**src/rtl/hml_pkg.sv**
```systemverilog
// Shared types and constants for the heartbeat membership leader.
`timescale 1ns / 1ps
package hml_pkg;
  localparam int MaxPeers = 8;
  localparam int KeyBits = 64;
  localparam int IdxW = $clog2(MaxPeers);
  localparam int CntW = $clog2(MaxPeers + 1);
  localparam int AliveW = $clog2(MaxPeers + 2);

  typedef logic [KeyBits-1:0] key_t;

  typedef enum logic [1:0] {
    FnAdd  = 2'd0,
    FnBeat = 2'd1,
    FnTick = 2'd2,
    FnNop  = 2'd3
  } func_e;

  typedef enum logic [1:0] {
    HAlive   = 2'd0,
    HSuspect = 2'd1,
    HDead    = 2'd2
  } health_e;

  typedef enum logic [2:0] {
    StOk      = 3'd0,
    StFull    = 3'd1,
    StDup     = 3'd2,
    StSelf    = 3'd3,
    StUnknown = 3'd4
  } status_e;

  typedef enum logic [2:0] {
    SIdle  = 3'b001,
    SWalk  = 3'b010,
    SOut   = 3'b100
  } state_e;

  localparam logic [1:0] RegSelf = 2'd0;
  localparam logic [1:0] RegPing = 2'd1;
  localparam logic [1:0] RegSusp = 2'd2;

  // Command broadcast to all cells.
  typedef struct packed {
    logic    add_en;   // write new entry
    logic    beat_en;  // heartbeat to matched entry
    logic    tick_en;  // grade by age
    logic [IdxW-1:0] sel;
    key_t    key;
    logic [31:0] now;
    logic [15:0] susp;
  } cell_cmd_t;

  // Status token passed down the chain.
  typedef struct packed {
    key_t        best;     // running minimum alive id
    logic        hit;      // key matched some earlier cell
    logic [IdxW-1:0] hit_idx;
  } chain_t;

  typedef struct packed {
    logic valid;
    logic alive;
    logic dead;
    logic ring;
    logic was_alive;
    logic chg;
  } cell_stat_t;
endpackage

```
**src/rtl/hml_if.sv**
```systemverilog
// Valid/ready channel interfaces for the membership leader.
`timescale 1ns / 1ps
interface hml_in_if;
  logic        valid;
  logic        ready;
  logic [1:0]  func;
  logic [63:0] peer_key;
  logic [31:0] now_sec;
  modport source(output valid, func, peer_key, now_sec, input ready);
  modport sink(input valid, func, peer_key, now_sec, output ready);
endinterface

interface hml_out_if;
  logic        valid;
  logic        ready;
  logic [2:0]  status;
  logic [63:0] leader_key;
  logic        self_leads;
  logic [31:0] view_number;
  logic [3:0]  alive_total;
  logic [7:0]  ping_mask;
  logic [7:0]  ring_mask;
  modport source(output valid, status, leader_key, self_leads, view_number,
                 alive_total, ping_mask, ring_mask, input ready);
  modport sink(input valid, status, leader_key, self_leads, view_number,
               alive_total, ping_mask, ring_mask, output ready);
endinterface

```
**src/rtl/hml_cell.sv**
```systemverilog
// One peer table entry with match and running-minimum chain logic.
`timescale 1ns / 1ps
module hml_cell (
  input  logic                 clk_i,
  input  logic                 rst_ni,
  input  logic [hml_pkg::IdxW-1:0] idx_i,
  input  logic                 valid_i,
  input  hml_pkg::cell_cmd_t   cmd_i,
  input  hml_pkg::chain_t      chain_i,
  output hml_pkg::chain_t      chain_o,
  output hml_pkg::cell_stat_t  stat_o
);
  import hml_pkg::*;

  key_t        id_q;
  logic [31:0] seen_t_q;
  logic        seen_q, ring_q;
  health_e     health_q, health_d, grade;
  logic        ring_d;
  logic [31:0] age;
  logic        match;

  assign match = valid_i && (id_q == cmd_i.key);
  assign age = cmd_i.now - seen_t_q;

  always_comb begin
    if (age < {16'd0, cmd_i.susp}) grade = HAlive;
    else if ({1'b0, age} < {16'd0, cmd_i.susp, 1'b0}) grade = HSuspect;
    else grade = HDead;
  end

  always_comb begin
    health_d = health_q;
    ring_d = ring_q;
    if (cmd_i.add_en && cmd_i.sel == idx_i) begin
      health_d = HSuspect;
      ring_d = 1'b1;
    end else if (cmd_i.beat_en && cmd_i.sel == idx_i) begin
      health_d = HAlive;
      ring_d = (health_q != HAlive) ? 1'b1 : ring_q;
    end else if (cmd_i.tick_en && valid_i && seen_q) begin
      health_d = grade;
      if (grade != health_q) begin
        if (health_q == HAlive) ring_d = 1'b0;
        else if (grade == HAlive) ring_d = 1'b1;
      end
    end
  end

  always_ff @(posedge clk_i or negedge rst_ni) begin
    if (!rst_ni) begin
      seen_q <= 1'b0;
      ring_q <= 1'b0;
      health_q <= HSuspect;
    end else begin
      health_q <= health_d;
      ring_q <= ring_d;
      if (cmd_i.add_en && cmd_i.sel == idx_i) seen_q <= 1'b0;
      else if (cmd_i.beat_en && cmd_i.sel == idx_i) seen_q <= 1'b1;
    end
  end

  always_ff @(posedge clk_i) begin
    if (cmd_i.add_en && cmd_i.sel == idx_i) id_q <= cmd_i.key;
    if (cmd_i.beat_en && cmd_i.sel == idx_i) seen_t_q <= cmd_i.now;
  end

  always_comb begin
    chain_o = chain_i;
    if (match && !chain_i.hit) begin
      chain_o.hit = 1'b1;
      chain_o.hit_idx = idx_i;
    end
    if (valid_i && health_q == HAlive && id_q < chain_i.best) chain_o.best = id_q;
  end

  assign stat_o.valid = valid_i;
  assign stat_o.alive = valid_i && health_q == HAlive;
  assign stat_o.dead = health_q == HDead;
  assign stat_o.ring = valid_i && ring_q;
  assign stat_o.was_alive = health_q == HAlive;
  assign stat_o.chg = cmd_i.tick_en && valid_i && seen_q && (grade != health_q);
endmodule

```
**src/rtl/heartbeat_membership_leader.sv**
```systemverilog
// Top level: control sequencer, registers and chain of peer cells.
// The walk steps through lookup, update, elect and result register phases from input
// transfer to result valid.
// Input ready stays low until the item is done: the four walk phases, the result
// transfer, and the return to idle, where input ready is raised again.
// Reset: asynchronous active low; table empty, leader equal to self id, view 1.
`timescale 1ns / 1ps
module heartbeat_membership_leader (
  input  logic        clk_i,
  input  logic        rst_ni,
  hml_in_if.sink      in_if,
  hml_out_if.source   out_if,
  input  logic        psel,
  input  logic        penable,
  input  logic        pwrite,
  input  logic [4:0]  paddr,
  input  logic [63:0] pwdata,
  output logic [63:0] prdata,
  output logic        pready
);
  import hml_pkg::*;

  typedef enum logic [3:0] {
    PLook  = 4'b0001,
    PUpd   = 4'b0010,
    PElect = 4'b0100,
    PDone  = 4'b1000
  } phase_e;

  key_t        self_q;
  logic [15:0] ping_q, susp_q;
  logic [31:0] lping_q, view_q;
  key_t        leader_q;
  logic        lself_q;
  logic [CntW-1:0] total_q;
  state_e      st_q;
  phase_e      ph_q;
  logic [1:0]  func_q;
  key_t        key_q;
  logic [31:0] now_q;
  logic [2:0]  status_q;
  logic [7:0]  pmask_q;
  logic        hit_q, elect_q, changed_q;
  logic [IdxW-1:0] hit_idx_q;

  cell_cmd_t   cmd;
  chain_t      chain [MaxPeers+1];
  cell_stat_t  stat [MaxPeers];
  logic [MaxPeers-1:0] vmask, amask, rmask, nd, cmask;
  logic [AliveW-1:0] alive_cnt;
  logic [1:0]  widx;

  assign pready = 1'b1;
  assign widx = paddr[4:3];
  always_comb begin
    case (widx)
      RegSelf: prdata = self_q;
      RegPing: prdata = {48'd0, ping_q};
      RegSusp: prdata = {48'd0, susp_q};
      default: prdata = 64'd0;
    endcase
  end

  assign chain[0] = {self_q, 1'b0, {IdxW{1'b0}}};

  always_comb begin
    cmd = '0;
    cmd.key = key_q;
    cmd.now = now_q;
    cmd.susp = susp_q;
    cmd.sel = hit_idx_q;
    if (st_q == SWalk && ph_q == PUpd) begin
      case (func_q)
        FnAdd: begin
          cmd.add_en = (total_q < CntW'(MaxPeers)) && !hit_q && key_q != self_q;
          cmd.sel = IdxW'(total_q);
        end
        FnBeat: cmd.beat_en = hit_q;
        FnTick: cmd.tick_en = 1'b1;
        default: ;
      endcase
    end
  end

  for (genvar g = 0; g < MaxPeers; g++) begin : g_cell
    hml_cell u_cell (
      .clk_i, .rst_ni,
      .idx_i(IdxW'(g)),
      .valid_i(CntW'(g) < total_q),
      .cmd_i(cmd),
      .chain_i(chain[g]),
      .chain_o(chain[g+1]),
      .stat_o(stat[g])
    );
    assign vmask[g] = stat[g].valid;
    assign amask[g] = stat[g].alive;
    assign rmask[g] = stat[g].ring;
    assign nd[g] = stat[g].valid && !stat[g].dead;
    assign cmask[g] = stat[g].chg;
  end

  always_comb begin
    alive_cnt = AliveW'(1);
    for (int i = 0; i < MaxPeers; i++) alive_cnt = alive_cnt + AliveW'(amask[i]);
  end

  assign in_if.ready = st_q == SIdle;

  always_ff @(posedge clk_i or negedge rst_ni) begin
    if (!rst_ni) begin
      self_q <= '0; ping_q <= 16'd10; susp_q <= 16'd30;
      lping_q <= '0; view_q <= 32'd1; leader_q <= '0; lself_q <= 1'b1;
      total_q <= '0; st_q <= SIdle; ph_q <= PLook;
      out_if.valid <= 1'b0;
    end else begin
      if (psel && penable && pwrite) begin
        case (widx)
          RegSelf: self_q <= pwdata[KeyBits-1:0];
          RegPing: ping_q <= pwdata[15:0];
          RegSusp: susp_q <= pwdata[15:0];
          default: ;
        endcase
      end
      case (st_q)
        SIdle: if (in_if.valid) begin
          st_q <= SWalk; ph_q <= PLook;
        end
        SWalk: begin
          case (ph_q)
            PLook: ph_q <= PUpd;
            PUpd: begin
              if (cmd.add_en) total_q <= total_q + CntW'(1);
              if (func_q == FnTick && (now_q - lping_q) >= {16'd0, ping_q})
                lping_q <= now_q;
              ph_q <= PElect;
            end
            PElect: begin
              if (elect_q || changed_q) begin
                if (chain[MaxPeers].best != leader_q) view_q <= view_q + 32'd1;
                leader_q <= chain[MaxPeers].best;
                lself_q <= chain[MaxPeers].best == self_q;
              end
              ph_q <= PDone;
            end
            default: begin
              st_q <= SOut;
              out_if.valid <= 1'b1;
            end
          endcase
        end
        SOut: if (out_if.ready) begin
          out_if.valid <= 1'b0; st_q <= SIdle;
        end
        default: st_q <= SIdle;
      endcase
    end
  end

  // Payload capture, lookup results and election flags
  always_ff @(posedge clk_i) begin
    if (st_q == SIdle && in_if.valid) begin
      func_q <= in_if.func; key_q <= in_if.peer_key[KeyBits-1:0];
      now_q <= in_if.now_sec;
    end
    if (st_q == SWalk && ph_q == PLook) begin
      hit_q <= chain[MaxPeers].hit;
      hit_idx_q <= chain[MaxPeers].hit_idx;
      status_q <= StOk;
      pmask_q <= '0;
      case (func_q)
        FnAdd: if (total_q >= CntW'(MaxPeers)) status_q <= StFull;
          else if (chain[MaxPeers].hit) status_q <= StDup;
          else if (key_q == self_q) status_q <= StSelf;
        FnBeat: if (!chain[MaxPeers].hit) status_q <= StUnknown;
        FnTick: if ((now_q - lping_q) >= {16'd0, ping_q}) pmask_q <= nd;
        default: ;
      endcase
    end
    if (st_q == SWalk && ph_q == PUpd) begin
      elect_q <= cmd.add_en ||
                 (cmd.beat_en && !stat[hit_idx_q].was_alive);
      changed_q <= |cmask;
    end
  end

  assign out_if.status = status_q;
  assign out_if.leader_key = 64'(leader_q);
  assign out_if.self_leads = lself_q;
  assign out_if.view_number = view_q;
  assign out_if.alive_total = 4'(alive_cnt);
  assign out_if.ping_mask = 8'(pmask_q);
  assign out_if.ring_mask = 8'(rmask & vmask);
endmodule
```
**src/flat_wrapper.sv**
```systemverilog
// flat-port wrapper written by rule: the top's interface ports become plain ports
module heartbeat_membership_leader_flat import hml_pkg::*;
  (clk_i, rst_ni, psel, penable, pwrite, paddr, pwdata, prdata, pready, in_if_valid, in_if_func, in_if_peer_key, in_if_now_sec, in_if_ready, out_if_valid, out_if_status, out_if_leader_key, out_if_self_leads, out_if_view_number, out_if_alive_total, out_if_ping_mask, out_if_ring_mask, out_if_ready);
  hml_in_if in_if_i ();
  hml_out_if out_if_i ();
  input  logic clk_i;
  input  logic rst_ni;
  input  logic psel;
  input  logic penable;
  input  logic pwrite;
  input  logic [4:0] paddr;
  input  logic [63:0] pwdata;
  output logic [63:0] prdata;
  output logic pready;
  input wire logic [$bits(in_if_i.valid)-1:0] in_if_valid;
  input wire logic [$bits(in_if_i.func)-1:0] in_if_func;
  input wire logic [$bits(in_if_i.peer_key)-1:0] in_if_peer_key;
  input wire logic [$bits(in_if_i.now_sec)-1:0] in_if_now_sec;
  output wire logic [$bits(in_if_i.ready)-1:0] in_if_ready;
  output wire logic [$bits(out_if_i.valid)-1:0] out_if_valid;
  output wire logic [$bits(out_if_i.status)-1:0] out_if_status;
  output wire logic [$bits(out_if_i.leader_key)-1:0] out_if_leader_key;
  output wire logic [$bits(out_if_i.self_leads)-1:0] out_if_self_leads;
  output wire logic [$bits(out_if_i.view_number)-1:0] out_if_view_number;
  output wire logic [$bits(out_if_i.alive_total)-1:0] out_if_alive_total;
  output wire logic [$bits(out_if_i.ping_mask)-1:0] out_if_ping_mask;
  output wire logic [$bits(out_if_i.ring_mask)-1:0] out_if_ring_mask;
  input wire logic [$bits(out_if_i.ready)-1:0] out_if_ready;
  assign in_if_i.valid = in_if_valid;
  assign in_if_i.func = in_if_func;
  assign in_if_i.peer_key = in_if_peer_key;
  assign in_if_i.now_sec = in_if_now_sec;
  assign in_if_ready = in_if_i.ready;
  assign out_if_valid = out_if_i.valid;
  assign out_if_status = out_if_i.status;
  assign out_if_leader_key = out_if_i.leader_key;
  assign out_if_self_leads = out_if_i.self_leads;
  assign out_if_view_number = out_if_i.view_number;
  assign out_if_alive_total = out_if_i.alive_total;
  assign out_if_ping_mask = out_if_i.ping_mask;
  assign out_if_ring_mask = out_if_i.ring_mask;
  assign out_if_i.ready = out_if_ready;
  heartbeat_membership_leader u_core (.clk_i(clk_i), .rst_ni(rst_ni), .in_if(in_if_i), .out_if(out_if_i), .psel(psel), .penable(penable), .pwrite(pwrite), .paddr(paddr), .pwdata(pwdata), .prdata(prdata), .pready(pready));
endmodule
```
**config.mk**
```make
export PLATFORM = sky130hd
export DESIGN_NAME = heartbeat_membership_leader_flat
export DESIGN_NICKNAME = d
export VERILOG_FILES = /design/src/rtl/hml_pkg.sv /design/src/rtl/hml_if.sv /design/src/rtl/hml_cell.sv /design/src/rtl/heartbeat_membership_leader.sv /design/src/flat_wrapper.sv
export SDC_FILE = /design/constraint.sdc
export NUM_CORES = 2
export LEC_CHECK = 0
export BUFFER_PORTS_ARGS = -buffer_cell sky130_fd_sc_hd__buf_2
export CORE_ASPECT_RATIO = 1.2
export CORE_MARGIN = 1.5
export CORE_UTILIZATION = 35
export DETAILED_ROUTE_END_ITERATION = 7
export PLACE_DENSITY = 0.62
export SLEW_MARGIN = 40
export SYNTH_ARGS = -nofsm -noshare
export SYNTH_HDL_FRONTEND = slang
export SYNTH_SLANG_ARGS = --single-unit
```
**constraint.sdc**
```tcl
create_clock -name clk_i -period 69.6 [get_ports clk_i]
set_input_delay 10.44 -clock clk_i [delete_from_list [all_inputs] [get_ports clk_i]]
set_output_delay 10.44 -clock clk_i [all_outputs]
set_load 0.05 [all_outputs]
```
* Word level (Yosys, flattened, before mapping)
Index checks and enable logic that the tools add are counted.
** Word-level totals
- Register bits :: 1152
- Input port bits :: 174
- Output and inout bits :: 187
- Word-level logic and storage cells :: 527
** Operators by class
- $add $sub $neg :: 19
- Magnitude comparators :: 36
- Equal/unequal tests :: 57
- Muxes and demuxes :: 152
- Bitwise logic cells :: 2
- Reduce and logical (&&, ||, !) cells :: 199
** Operator list (count)
- == test 64 bit :: 10
- < comparator 64 bit :: 8
- 2-to-1 mux 64 bit :: 8
- subtractor 32 bit :: 9
- < comparator 32 x 16 -> 1 bit :: 8
- < comparator 32 x 17 -> 1 bit :: 8
- one-hot mux 64 bit (3 select lines) :: 1
- inequality test 64 bit :: 2
- logical AND 1 bit :: 96
- 2-to-1 mux 2 bit :: 43
- 2-to-1 mux 1 bit :: 77
- nonzero test 3 bit :: 16
- zero test 2 bit :: 18
- 2-to-1 mux 4 bit :: 9
- AND reduction 4 bit :: 9
- nonzero test 2 bit :: 18
- adder 32 x 1 -> 32 bit (second input constant) :: 1
- >= comparator 32 x 16 -> 1 bit :: 1
- nonzero test 4 bit :: 8
- adder 4 x 1 -> 4 bit :: 7
- inequality test 3 x 2 -> 1 bit (second input constant) :: 8
- 2-to-1 mux 3 bit :: 7
- == test 2 bit (second input constant) :: 10
- binary-select mux 6 bit (select 3 bit) :: 1
- 34 further kinds :: 82

* Depth between registers and ports, before layout
- Word-level depth :: 27
- Depth in mapped cells :: 140
- Mapped depth without buffers :: 124

* Hierarchy
A second synthesis with hierarchy kept.
** Second synthesis, totals
- Cell total of the unflattened synthesis :: 9643
- Area, all modules :: 93833.7 um^2
** By module, submodules not included
- hml_cell (u_core.g_cell[0].u_cell ...) :: instances 6, cells each 971, area each 9223.8 um^2, seq. area each 2984.1 um^2
- heartbeat_membership_leader :: instances 1, cells each 1565, area each 18515.3 um^2, seq. area each 9396.5 um^2
- hml_cell (u_core.g_cell[2].u_cell) :: instances 1, cells each 1318, area each 10959.3 um^2, seq. area each 2984.1 um^2
- hml_cell (u_core.g_cell[3].u_cell) :: instances 1, cells each 934, area each 9016.1 um^2, seq. area each 2984.1 um^2

* Worst setup path after synthesis
OpenSTA, ideal clock, no wires.
- Path kind :: flip-flop to flip-flop
- From :: register u_core.self_q[31]
- To :: register u_core.view_q[1] (netlist: u_core.out_if.view_number[1])
- Library setup time :: 0.128 ns
- Arrival :: 23.993 ns
- Required time :: 69.472 ns
- Setup slack :: 45.479 ns
- Stages on the path, launching flop included :: 135
- Buffers on the path :: 16
- Period minus slack after synthesis :: 24.121 ns
- Cells stage by stage :: dfrtp_1 inv_1 ha_1 nand4_1 nor4_1 o211ai_1 a221oi_2 o21ai_2 nand3_1 buf_2 buf_1 mux2i_1 ha_1 a21o_1 a21o_1 a221o_1 a2111oi_0 nor3b_1 (+99 left out) o21ai_0 nand2b_1 a21oi_1 nor3_1 a2111oi_0 o221ai_1 a21oi_1 o21ai_0 a31oi_4 buf_4 buf_6 mux2_2 xor2_1 nand4_1 nor4_1 nand4_1 o21ai_1 mux2_1
** On the way
- Word-level cells in the longest chain between the ends :: 26
** RTL lines
- from (decl) :: RTL line heartbeat_membership_leader.sv:30 : key_t self_q;
- from (signal assigned) :: RTL line heartbeat_membership_leader.sv:118 : RegSelf: self_q <= pwdata[KeyBits-1:0];
- < comparator 64 bit :: RTL line hml_cell.sv:74 : if (valid_i && health_q == HAlive && id_q < chain_i.best) chain_o.best = id_q;
- logical AND 1 bit :: RTL line hml_cell.sv:74
- 2-to-1 mux 64 bit (*) :: RTL line hml_cell.sv:74
- < comparator 64 bit :: RTL line hml_cell.sv:74
- logical AND 1 bit :: RTL line hml_cell.sv:74
- 2-to-1 mux 64 bit (*) :: RTL line hml_cell.sv:74
- < comparator 64 bit :: RTL line hml_cell.sv:74
- logical AND 1 bit :: RTL line hml_cell.sv:74
- (+10 left out)
- < comparator 64 bit :: RTL line hml_cell.sv:74
- logical AND 1 bit :: RTL line hml_cell.sv:74
- 2-to-1 mux 64 bit (*) :: RTL line hml_cell.sv:74
- < comparator 64 bit :: RTL line hml_cell.sv:74
- logical AND 1 bit :: RTL line hml_cell.sv:74
- 2-to-1 mux 64 bit (*) :: RTL line hml_cell.sv:74
- inequality test 64 bit (*) :: RTL line heartbeat_membership_leader.sv:139 : if (chain[MaxPeers].best != leader_q) view_q <= view_q + 32'd1;
- AND reduction 4 bit (no source line) (*)
- to (signal assigned) :: RTL line heartbeat_membership_leader.sv:139
- to (decl) :: RTL line heartbeat_membership_leader.sv:32 : logic [31:0] lping_q, view_q;
Every way passes the cells marked *; elsewhere a longest branch is shown, timed or not.
A chain may end at the register's enable or synchronous reset.

* Worst setup path after layout
- From :: register u_core.self_q[34]
- To :: register u_core.view_q[1] (netlist: u_core.out_if.view_number[1])
Same word-level chain as after synthesis.

==> summary.md <==
| Metric | Value |
|---|---|
| Final Hold Viols | 0 |
| Reg-to-Reg Start | u_core.self_q[34]$_DFFE_PN0P_ |
| WHS Endpoint | u_core.out_if.view_number[31]$_DFFE_PN0P_ |
| Synthesized area per cell | around 10 µm² |
| Nets@finish | between 10,000 and 15,000 |
| Clock sinks | 1,152 |
| DIE WIDTH | 450 µm |
| Area of the multi-input gates | 0.0468 mm² |
| Post-cts sizing count | 0 |
| Failing checks | DRC |
| Top_reg_cell synth | edfxtp_1 |
| Hold Crit Class | flop to flop |
| Critical Path RT | around 70 ns |
| Synth top area share | 31.6% |
| Vias in the first global route | 67,500 |
| Worst slew margin | 31.3% |
| Final WS setup | 32.61 ns |
| Number of vias per cell | 5.65 |
| DRC | 1 |
| FF+latch count, synth | 1,152 |
| Critical Path AT | 37.72 ns |
| Global-route wire length before repair | 502,000 µm |
| Setup WS pre-CTS | 33.27 ns |
| Grt ovf | 0 |
| DR iter-0 viols | roughly 7,200 |
| CP Capture Type | flop |
| Routed WL | 362,000 µm |
| Commonest cells after routing, fill and taps aside | ha_1, inv_1, edfxtp_1, o21ai_0, a21oi_1 |
| Crit path largest cell delay | 0.78 ns |
| Number of fill cells | roughly 23,000 |
| Die H | 539 µm |
| Part of the Yosys area used for sequential elements | 39.6% |
| Crit Path Category | flop to flop |
| Max-Cap Viols | 0 |
| DR pass1 iterations | 8 |
| Via Count | 68,800 |
| Post-Syn Instances | 8,398 |
| Hold buffers post-CTS | 0 |
| Buffer count from post-CTS setup fixing | 0 |
| Hold_sp | u_core.out_if.view_number[31]$_DFFE_PN0P_ |
| Buffers on Ports | 356 |
| Max-slew violations | 0 |
| GRT Total Usage | between 20 and 30% |
| Pleak | 42.3 nW |
| Pwr per Cell Area | 31.1 mW/mm² |
| Async set-reset flop share out of synthesis | 23.4% |
| Routability-driven placement congestion ratio | 1.08 |
| Initial antenna violation count | 40 |
| Worst setup SP type | flop |
| Layout Skew | 0.0905 ns |
| Worst r2r path cells | 127 |
| Wire per inst | roughly 30 µm |
| Status | complete, but fails checks |
| Hold path depth | 1 |
| Final setup vio count | 0 |
| RSZ-0062 raised after global routing | no |
| Post-DP HPWL | about 290,000 µm |
| Worst-path maximum fanout | 88 |
| Ys Warns | 0 |
| Die area | around 0.24 mm² |
| Total CTS buffers | 151 |
| Core box area | 0.238 mm² |
| Worst Tran Pin Value | 1.00 ns |
| Fin crit period | 36.99 ns |
| Largest net degree at the start of global routing | 107 |
| Area grow syn2layout | 14.4% |
| Register area | 0.0333 mm² |
| EDFF count, synth | 883 |
| Routed Antenna Nets | 0 |
| Initial Utilization | 35.2% |
| Worst VDD drop | about 0.025 mV |
| Period utilization | between 50% and 60% |
| # rows | 196 |
| Leading area contributor after synthesis | edfxtp_1 |
| Layout cells sized above 1 | 11.7% |
| Clk Latency, worst-skew pair | 0.86 ns |
| Setup TNS | 0 ns |
| Reg2Reg Capture Point | u_core.out_if.view_number[1]$_DFFE_PN0P_ |
| H-Tree Depth | 4 |
| Reg2Reg Setup Slack | between 30 and 40 ns |
| Ranking of synthesized cells by area | edfxtp_1, ha_1, dfrtp_1 |
| Commonest non-fill, non-tap cell in the layout | ha_1 |
| Clock Path Buffers | 4 |
| Boundary Pins | roughly 360 |
| Syn_nets | 9,621 |
| Clock-pin transition on the worst setup and hold timing paths | 0.06 ns |
| Netlist cell types | 95 |
| CTS tree | done |
| Highest clock rate | around 27 MHz |
| Worst path slowest cell | a21oi_1 |
| CTS Root Cell | clkbuf_16 |
| Mapped Area | between 0.08 and 0.09 mm² |
-- layout make-up --
type / count / area share, %
multi-input combinational: 6109 / 48.8
timing repair buffer: 561 / 3.61
sequential: 1152 / 34.7
tap: 3168 / 4.13
inverter: 920 / 3.60
antenna: 13 / 0.0339
clock inverter: 60 / 0.682
clock buffer: 205 / 4.55
-- where the power goes --
part | switching (mW) | total [mW] | leakage, nW | internal, mW
Combinational | 0.874 | 1.30 | 28.3 | 0.430
Sequential | 0.0536 | 0.858 | 11.5 | 0.804
Clock | 0.333 | 0.820 | 2.46 | 0.487
Total | 1.26 | 2.98 | 42.3 | 1.72
-- synth_stat cells (38+ instances only) --
cell type and number:
nor3_1 173, nand2_1 396, nand2b_1 154, nand3_1 86, clkbuf_1 158, nor4_1 140, a21oi_1 533, ha_1 1035
nor2b_1 137, inv_1 920, and2_1 41, and3_1 45, nor2_1 467, mux2_2 103, edfxtp_1 883, a21boi_0 64
o21ai_0 532, dfrtp_1 251, a31oi_1 38, xor2_1 401, a21o_1 195, nand4_1 229, a211oi_1 43, mux2i_1 343
xnor2_1 449
-- worst max-delay path by stage --
stage,startpoint,cells past startpoint,slack (ns),endpoint
6_report,u_core.self_q[34]$_DFFE_PN0P_,127,32.61,u_core.out_if.view_number[1]$_DFFE_PN0P_
2_1_floorplan,u_core.self_q[31]$_DFFE_PN0P_,134,45.48,u_core.out_if.view_number[1]$_DFFE_PN0P_
4_1_cts,u_core.self_q[38]$_DFFE_PN0P_,128,33.17,u_core.out_if.view_number[1]$_DFFE_PN0P_
5_1_grt,u_core.self_q[21]$_DFFE_PN0P_,128,31.70,u_core.out_if.view_number[1]$_DFFE_PN0P_
3_3_place_gp,u_core.self_q[38]$_DFFE_PN0P_,128,31.94,u_core.out_if.view_number[1]$_DFFE_PN0P_
3_5_place_dp,u_core.self_q[38]$_DFFE_PN0P_,128,33.27,u_core.out_if.view_number[1]$_DFFE_PN0P_
-- registers in the layout, indices dropped and copies added (netlist names), 16 cells and up --
name / cells
u_core.now_q: 32
u_core.out_if.leader_key: 64
u_core.g_cell.u_cell.health_q: 16
u_core.ping_q: 16
u_core.g_cell.u_cell.id_q: 512
u_core.out_if.view_number: 32
u_core.self_q: 64
u_core.susp_q: 16
u_core.g_cell.u_cell.seen_t_q: 256
u_core.key_q: 64
u_core.lping_q: 32
-- metrics by stage --
step | cells | total power, mW | area, µm² | hold slack (ns) | utilization [%]
after floorplan | 8398 | 1.61 | 83900 | 0.455 | -
after global placement | 11900 | 2.11 | 90500 | 0.465 | 38.0
after detailed placement | 11900 | 2.14 | 90800 | 0.472 | 38.1
after CTS | 12200 | 2.96 | 95800 | 0.484 | 40.2
after global routing | 12200 | 3.11 | 96000 | 0.495 | 40.3
final | 12200 | 2.98 | 96000 | 0.482 | 40.3
-- kinds of logic after synthesis --
logic type               share of synthesized area, %
AND/OR/NAND/NOR                                  12.2
AO/OA/AOI/OAI                                    12.8
flip-flops                                       39.6
buffers and inverters                            5.16
adder cells (fa/ha/maj)                          15.8
XOR/XNOR                                         8.87
multiplexers                                     5.51
other                                         0.00447
-- worst max-delay path: cells and delay by family (launching register included) --
kind | cells | cell delay [ns]
buffers and inverters | 20 | 6.63
multiplexers | 7 | 3.31
adder cells (fa/ha/maj) | 8 | 2.66
XOR/XNOR | 1 | 0.23
AND/OR/NAND/NOR | 40 | 9.08
flip-flops | 1 | 0.71
AO/OA/AOI/OAI | 51 | 13.74
-- metal layers --
| metal | wire length, µm | GRT usage, % |
|---|---|---|
| met1 | 134000 | 33.1 |
| met2 | 163000 | 46.6 |
| met3 | 23900 | 5.03 |
| met4 | 41000 | 27.0 |
| met5 | 71 | 0 |
No activity file was read; power rests on OpenSTA's default activity.
